`config.mk`:
```
export PLATFORM = sky130hd
export DESIGN_NAME = geometry_blob_header_parser_top
export DESIGN_NICKNAME = d
export VERILOG_FILES = /design/src/design/gbhp_pkg.sv /design/src/design/gbhp_parse.sv /design/src/design/gbhp_outbuf.sv /design/src/design/geometry_blob_header_parser_top.sv
export SDC_FILE = /design/constraint.sdc
export NUM_CORES = 2
export LEC_CHECK = 0
export BUFFER_PORTS_ARGS = -buffer_cell sky130_fd_sc_hd__buf_2
export CAP_MARGIN = 20
export CORE_UTILIZATION = 30
export DETAILED_ROUTE_END_ITERATION = 12
export REMOVE_ABC_BUFFERS = 1
export SYNTH_ARGS = -nofsm -noshare
export SYNTH_HDL_FRONTEND = slang
export SYNTH_SLANG_ARGS = --single-unit
```
`constraint.sdc`:
```
create_clock -name clk -period 14.5 [get_ports clk]
set_input_delay 0.725 -clock clk [delete_from_list [all_inputs] [get_ports clk]]
set_output_delay 0.725 -clock clk [all_outputs]
set_load 0.02 [all_outputs]
```
`src/design/gbhp_pkg.sv`:
```
// Shared types, constants and helpers for the geometry blob header parser.
package gbhp_pkg;

  localparam logic [7:0] MAGIC_FIRST  = 8'h47;
  localparam logic [7:0] MAGIC_SECOND = 8'h50;
  localparam logic [7:0] VERSION_ZERO = 8'h00;
  localparam logic [2:0] ENV_CODE_MASK = 3'h7;
  localparam logic [7:0] ORDER_BIT    = 8'h01;

  localparam logic [6:0] POS_MAGIC2  = 7'd1;
  localparam logic [6:0] POS_VERSION = 7'd2;
  localparam logic [6:0] POS_FLAGS   = 7'd3;
  localparam logic [6:0] POS_BOUNDS  = 7'd8;

  localparam logic [2:0] ENV_NONE = 3'd0;
  localparam logic [2:0] ENV_XY   = 3'd1;
  localparam logic [2:0] ENV_XYZ  = 3'd2;
  localparam logic [2:0] ENV_XYM  = 3'd3;
  localparam logic [2:0] ENV_XYZM = 3'd4;

  typedef enum logic [1:0] {
    STAT_OK    = 2'd0,
    STAT_MAGIC = 2'd1,
    STAT_ENV   = 2'd2,
    STAT_TRUNC = 2'd3
  } status_t;

  typedef logic [5:0][63:0] bounds_t;

  typedef struct packed {
    status_t            status;
    logic               is_empty;
    logic               is_extended;
    logic               little_endian;
    logic [2:0]         envelope_code;
    logic signed [31:0] srs_id;
    bounds_t            bounds;
  } result_t;

  function automatic logic [6:0] hdr_last(input logic [2:0] code);
    logic [6:0] pos;
    case (code) inside
      ENV_XY:           pos = 7'd39;
      ENV_XYZ, ENV_XYM: pos = 7'd55;
      ENV_XYZM:         pos = 7'd71;
      default:          pos = 7'd7;
    endcase
    return pos;
  endfunction

endpackage

```
`src/design/gbhp_parse.sv`:
```
// Byte-wise header decoder: per-blob state and result formation.
module gbhp_parse (
  input  logic              clk,
  input  logic              rst,
  input  logic              in_fire,
  input  logic [7:0]        data_byte,
  input  logic              last_byte,
  output logic              res_valid,
  output gbhp_pkg::result_t res
);
  import gbhp_pkg::*;

  logic [6:0]  byte_count, byte_count_next;
  logic        skip_rest, skip_rest_next;
  logic [7:0]  flag_byte, flag_byte_next;
  logic [31:0] srs_accum, srs_accum_next;
  logic [63:0] word_gather, word_gather_next;
  bounds_t     env_store, env_store_next;

  logic        hit;
  status_t     stat;
  logic        little;
  logic [2:0]  code;
  logic [3:0]  slot;
  logic [2:0]  idx;
  logic        keep;

  always_comb begin
    byte_count_next  = byte_count;
    skip_rest_next   = skip_rest;
    flag_byte_next   = flag_byte;
    srs_accum_next   = srs_accum;
    word_gather_next = word_gather;
    env_store_next   = env_store;
    hit       = 1'b0;
    stat      = STAT_OK;
    res_valid = 1'b0;
    res       = '0;
    little    = (flag_byte & ORDER_BIT) != 8'h00;
    code      = flag_byte[3:1] & ENV_CODE_MASK;
    slot      = byte_count[6:3] - 4'd1;
    idx       = slot[2:0];
    keep      = (idx < 3'd4) || ((idx < 3'd6) && (code == ENV_XYZ || code == ENV_XYZM));

    if (in_fire) begin
      if (skip_rest) begin
        if (last_byte) begin
          skip_rest_next = 1'b0;
        end
      end else begin
        if (byte_count == 7'd0) begin
          if (data_byte != MAGIC_FIRST) begin
            hit  = 1'b1;
            stat = STAT_MAGIC;
          end
        end else if (byte_count == POS_MAGIC2) begin
          if (data_byte != MAGIC_SECOND) begin
            hit  = 1'b1;
            stat = STAT_MAGIC;
          end
        end else if (byte_count == POS_VERSION) begin
          if (data_byte != VERSION_ZERO) begin
            hit  = 1'b1;
            stat = STAT_MAGIC;
          end
        end else if (byte_count == POS_FLAGS) begin
          flag_byte_next = data_byte;
          if (data_byte[3:1] > ENV_XYZM) begin
            hit  = 1'b1;
            stat = STAT_ENV;
          end
        end else begin
          if (byte_count < POS_BOUNDS) begin
            if (little) begin
              srs_accum_next = srs_accum | ({24'h0, data_byte} << {byte_count[1:0], 3'b000});
            end else begin
              srs_accum_next = {srs_accum[23:0], data_byte};
            end
          end else begin
            if (little) begin
              word_gather_next = word_gather
                                 | ({56'h0, data_byte} << {byte_count[2:0], 3'b000});
            end else begin
              word_gather_next = {word_gather[55:0], data_byte};
            end
            if (byte_count[2:0] == 3'd7) begin
              for (int i = 0; i < 6; i++) begin
                if (keep && idx == 3'(i)) begin
                  env_store_next[i] = word_gather_next;
                end
              end
              word_gather_next = '0;
            end
          end
          if (byte_count >= hdr_last(code)) begin
            hit  = 1'b1;
            stat = STAT_OK;
          end
        end

        if (!hit && last_byte) begin
          hit  = 1'b1;
          stat = STAT_TRUNC;
        end

        if (hit) begin
          res_valid         = 1'b1;
          res.status        = stat;
          if (stat != STAT_MAGIC) begin
            res.is_empty      = flag_byte_next[4];
            res.is_extended   = flag_byte_next[5];
            res.little_endian = flag_byte_next[0];
            res.envelope_code = flag_byte_next[3:1];
          end
          if (stat == STAT_OK) begin
            res.srs_id = srs_accum_next;
            res.bounds = env_store_next;
          end
          byte_count_next  = '0;
          flag_byte_next   = '0;
          srs_accum_next   = '0;
          word_gather_next = '0;
          env_store_next   = '0;
          skip_rest_next   = !last_byte;
        end else begin
          byte_count_next = byte_count + 7'd1;
        end
      end
    end
  end

  always_ff @(posedge clk) begin
    if (rst) begin
      byte_count  <= '0;
      skip_rest   <= 1'b0;
      flag_byte   <= '0;
      srs_accum   <= '0;
      word_gather <= '0;
      env_store   <= '0;
    end else begin
      byte_count  <= byte_count_next;
      skip_rest   <= skip_rest_next;
      flag_byte   <= flag_byte_next;
      srs_accum   <= srs_accum_next;
      word_gather <= word_gather_next;
      env_store   <= env_store_next;
    end
  end

endmodule

```
`src/design/gbhp_outbuf.sv`:
```
// Two-entry result queue between the decoder and the output channel.
module gbhp_outbuf (
  input  logic              clk,
  input  logic              rst,
  input  logic              push,
  input  gbhp_pkg::result_t push_data,
  input  logic              out_stall,
  output logic              out_valid,
  output logic              full,
  output gbhp_pkg::result_t head
);
  import gbhp_pkg::*;

  logic [1:0] count;
  logic [1:0] count_next;
  logic [1:0] level;
  logic       pop;
  result_t    slot0, slot1;

  assign out_valid  = count != 2'd0;
  assign full       = count == 2'd2;
  assign head       = slot0;
  assign pop        = out_valid && !out_stall;
  assign level      = count - {1'b0, pop};
  assign count_next = level + {1'b0, push};

  always_ff @(posedge clk) begin
    if (rst) begin
      count <= '0;
    end else begin
      count <= count_next;
    end
  end

  always_ff @(posedge clk) begin
    if (pop && count == 2'd2) begin
      slot0 <= slot1;
    end
    if (push) begin
      if (level == 2'd0) begin
        slot0 <= push_data;
      end else begin
        slot1 <= push_data;
      end
    end
  end

endmodule

```
`src/design/geometry_blob_header_parser_top.sv`:
```
// Top level of the geometry blob header parser.
//
//  channel | direction | handshake           | payload
//  --------+-----------+---------------------+------------------------------------------
//  in      | into      | in_valid, in_stall   | data_byte, last_byte
//  out     | out of    | out_valid, out_stall | status, flags, srs_id, six envelope bounds
//
// One byte word is taken per clock while in_stall is low; the decoder state updates in the accepting cycle.
// A result is registered into the queue on the byte that completes or breaks a header.
// A two-entry result queue decouples the channels; in_stall rises only when it is full.
// Synchronous active-high reset clears decoder state and empties the queue.
module geometry_blob_header_parser_top (
  input  logic               clk,
  input  logic               rst,
  input  logic               in_valid,
  output logic               in_stall,
  input  logic [7:0]         data_byte,
  input  logic               last_byte,
  output logic               out_valid,
  input  logic               out_stall,
  output logic [1:0]         status,
  output logic               is_empty,
  output logic               is_extended,
  output logic               little_endian,
  output logic [2:0]         envelope_code,
  output logic signed [31:0] srs_id,
  output logic [63:0]        min_x,
  output logic [63:0]        max_x,
  output logic [63:0]        min_y,
  output logic [63:0]        max_y,
  output logic [63:0]        min_z,
  output logic [63:0]        max_z
);
  import gbhp_pkg::*;

  logic    in_fire;
  logic    res_valid;
  result_t res;
  result_t head;
  logic    full;

  assign in_stall = full;
  assign in_fire  = in_valid && !in_stall;

  gbhp_parse u_parse (
    .clk       (clk),
    .rst       (rst),
    .in_fire   (in_fire),
    .data_byte (data_byte),
    .last_byte (last_byte),
    .res_valid (res_valid),
    .res       (res)
  );

  gbhp_outbuf u_outbuf (
    .clk       (clk),
    .rst       (rst),
    .push      (res_valid),
    .push_data (res),
    .out_stall (out_stall),
    .out_valid (out_valid),
    .full      (full),
    .head      (head)
  );

  assign status        = head.status;
  assign is_empty      = head.is_empty;
  assign is_extended   = head.is_extended;
  assign little_endian = head.little_endian;
  assign envelope_code = head.envelope_code;
  assign srs_id        = head.srs_id;
  assign min_x         = head.bounds[0];
  assign max_x         = head.bounds[1];
  assign min_y         = head.bounds[2];
  assign max_y         = head.bounds[3];
  assign min_z         = head.bounds[4];
  assign max_z         = head.bounds[5];

  a_stall_needs_result: assert property (@(posedge clk) disable iff (rst)
    in_stall |-> out_valid)
    else $error("input stalled with no result pending");

  a_magic_fields_zero: assert property (@(posedge clk) disable iff (rst)
    out_valid && status == STAT_MAGIC |->
      !is_empty && !is_extended && !little_endian && envelope_code == 3'd0)
    else $error("bad magic result carries flag fields");

  a_error_no_payload: assert property (@(posedge clk) disable iff (rst)
    out_valid && status != STAT_OK |->
      srs_id == 32'sd0 && min_x == 64'd0 && max_y == 64'd0 && max_z == 64'd0)
    else $error("error result carries header payload");

  a_env_code_bad: assert property (@(posedge clk) disable iff (rst)
    out_valid && status == STAT_ENV |-> envelope_code > ENV_XYZM)
    else $error("envelope error with a legal code");

  a_ok_code_legal: assert property (@(posedge clk) disable iff (rst)
    out_valid && status == STAT_OK |-> envelope_code <= ENV_XYZM)
    else $error("ok result with an illegal envelope code");

endmodule
```
==> impl_results.md <==
- Result of the run: finished, final reports clean
- Data arrival, critical path: 6.28 ns
- Startpoint types: flop
- # nets final: a little over 6000
- Top FF cell, synth: dfxtp_1
- DR WL/cell: ~22 microns
- Io pins: between 400 and 500
- Comb pwr share: 0.286
- Largest net degree at the start of global routing: approximately 190
- Peak VDD IR: about 0.15 mV
- Final Critical Period: between 5 and 6 ns
- Part of the power in the clock network: 0.302
- DRT antenna net count: 0
- Vias per inst: between 5 and 6
- LEAKAGE: 24.59 nW
- First-pass GRT wire length: 281000 microns
- RSZ-0062 raised after global routing: false
- Top-count cell post-synth: nand2_1
- Cell row count: between 150 and 200
- Initial Util: 0.3017
- Share of post-route cells with drive strength above 1: 0.1369
- Final hold slack: 0.1577 ns
- WP data required: roughly 15 ns
- Worst-path clk slew: approximately 0.07 ns
- Critical Path Most Common Cell: buf_4
- Post-route clock period utilization: 0.4065
- Area after DPL: 59120 sq um
- Sequential Power Share: 0.412
- Max incr delay on CP: between 0.8 and 0.9 ns
- Post-CTS Setup Bufs: 0
- CP Capture Type: flop
- Hold-fix buffers, CTS: 0
- Avg Inst Size Synth: 9.218 sq um
- Mapped Cells: 5985
- Die Footprint: about 190000 sq um
- Count of different cell masters after synthesis: 64
- Synth warn: 0
- Cell Chain, Critical Path: nor4_4, nor3b_2, a21oi_2, a21oi_2, buf_4, and3_4, buf_4, buf_4, buf_4
- Register area: between 30000 and 40000 sq um
- Number of max-cap violations: 0
- Root Buffer: clkbuf_16
- Switching power of the nets: ~4.6 mW
- Vias in the first global route: roughly 42000
- Final setup margin: 8.606 ns
- PortBufs: 438
- GR Util All Layers: 0.2001
- #FFs+latches synth: 1344
- Slew Viols, Final: 0
- GRT overflow: 0
- Setup CP Type: reg -> reg
- Final GP Congestion: a little over 0.8
- Place WS: 8.579 ns
- CTS Buf Count: approximately 150
- Clk_skew: ~0.059 ns
- Finished Cell Area: 64300 sq um
- Post-CTS sizing: 0
- Initial antenna violation count: 2
- DR vias: 45450
- Max Clk Rate: 0.1697 GHz
- Area of the multi-input gates: 21770 sq um
- Final hold vios: 0
- Hold/Removal Path Class: in -> reg
- Synth async-reset ratio: 0
- P&R area growth vs syn: 16.54%
- Rel. slew slack: 0.02334
- DRT iter0 DRCs: around 4200
- Synthesized cell area: 55170 sq um
- Post-synth top area cell: dfxtp_1
- Max clock buf depth: 3
- Power Dens Cells: between 200 and 250 nW/um^2
- Sum Neg Setup Slack: 0 ns
- Switching share of total power: 0.3548
- Critical path peak fanout: 69
- EDFF count, synth: approximately 420
- 1st-pass router iterations: 7
- Clk sink count: ~1300
- Worst slew pin tran: ~1.5 ns
- Fillers: approximately 18000
- Pint: 8.363 mW
- Overall routed net length: around 190000 microns
- Post-synthesis sequential area ratio: 0.5646
- H-Tree Level Count: 4
- Core box area: between 150000 and 200000 sq um
- Crit-path slowest cell: buf_4
- CTS tree: built
- DRC Markers: 0
- Die W: roughly 430 microns
- Area contributors post-synth: dfxtp_1 33%, edfxtp_1 23%, nand2_1 11%, a22o_1 6.0%, a21oi_1 5.7%
- DPL Wire Length: approximately 110000 microns
- Clk_lat worst skew: 0.81 ns
- Setup-failing EPs final: 0
- Commonest cells post-synth: 1629 x nand2_1, 920 x dfxtp_1, 629 x a21oi_1
- Ant. Diodes: 0
- Post-synth top area share: 0.3338
- Die Y: about 430 microns
[cells by family (layout without fill, tap and decap cells)]
| group | count (synthesis) | after routing | share of synthesized area |
|---|---|---|---|
| AO/OA/AOI/OAI | 1645 | 1645 | 0.2016 |
| adder cells (fa/ha/maj) | 16 | 16 | 0.003629 |
| XOR/XNOR | 8 | 8 | 0.001270 |
| buffers and inverters | 585 | 840 | 0.04633 |
| multiplexers | 12 | 12 | 0.002177 |
| flip-flops | 1344 | 1344 | 0.5646 |
| AND/OR/NAND/NOR | 2375 | 2375 | 0.1804 |
[stage by stage]
stage                     power (mW)  std cells    util
final                          12.96       8704  0.3516
after global routing           13.62       8704  0.3516
after CTS                      13.11       8699  0.3512
after detailed placement       9.178       8417  0.3233
after global placement         9.110       8414  0.3229
after floorplan                8.379       5412       -
[area by class of cell]
class	count	share of cell area
Clock inverter	60	0.01247
Inverter	12	0.0007395
Clock buffer	222	0.06696
Multi-Input combinational cell	4056	0.3385
Sequential cell	1344	0.4845
Tap cell	2464	0.04795
Timing Repair Buffer	546	0.04881
[worst paths after layout]
| check | endpoint | cells past startpoint | slack, ns | from |
|---|---|---|---|---|
| hold / removal | u_parse.skip_rest$_SDFFE_PP0P_ | 2 | 0.16 | in_valid |
| hold reg to reg | u_parse.srs_accum[24]$_SDFFE_PP0P_ | 2 | 0.46 | u_parse.srs_accum[24]$_SDFFE_PP0P_ |
| setup reg to reg | u_outbuf.slot1[211]$_DFFE_PP_ | 9 | 8.61 | u_parse.byte_count[2]$_SDFFE_PP0P_ |
| setup / recovery | u_outbuf.slot1[211]$_DFFE_PP_ | 9 | 8.61 | u_parse.byte_count[2]$_SDFFE_PP0P_ |
[critical path, delay by kind of cell (launching register included)]
family | cells | cell delay, ns
flip-flops | 1 | 0.60
AND/OR/NAND/NOR | 3 | 1.62
AO/OA/AOI/OAI | 2 | 0.33
buffers and inverters | 4 | 2.70
[placed cells by master, fill, tap and decap left out, types with 55 or more instances in the layout]
| master | instances |
|---|---|
| a21o_1 | 161 |
| clkbuf_16 | 151 |
| dfxtp_1 | 918 |
| a21oi_1 | 611 |
| nor2_1 | 153 |
| o21ai_0 | 63 |
| nand3_1 | 364 |
| a22o_1 | 379 |
| buf_4 | 98 |
| o21a_1 | 256 |
| nand4_1 | 77 |
| buf_2 | 438 |
| edfxtp_1 | 424 |
| a211oi_1 | 55 |
| nand2_1 | 1629 |
[layer usage]
| layer | track usage | part of all wire | up-vias |
|---|---|---|---|
| li1 | - | - | 21210 |
| met1 | 0.2508 | 0.41 | 22240 |
| met2 | 0.3396 | 0.49 | 1662 |
| met3 | 0.03619 | 0.064 | 337 |
| met4 | 0.07724 | 0.035 | 0 |
| met5 | 0 | 0 | - |
[flip-flops by register name, indices dropped and copies added (netlist names)]
register             count
u_outbuf.head          424
u_parse.byte_count       7
u_outbuf.count           2
u_parse.srs_accum       32
u_outbuf.slot1         424
u_parse.env_store      384
u_parse.word_gather     64
u_parse.flag_byte        6
u_parse.skip_rest        1
[power by group through the flow]
stage	registers, mW	logic (mW)	clock network, mW
floorplan	6.05	2.33	0
global placement	5.42	3.69	0
detailed placement	5.43	3.75	0
CTS	5.36	3.75	4.00
global route	5.40	4.08	4.14
finish	5.34	3.71	3.92
(Power assumes the default switching activity.)
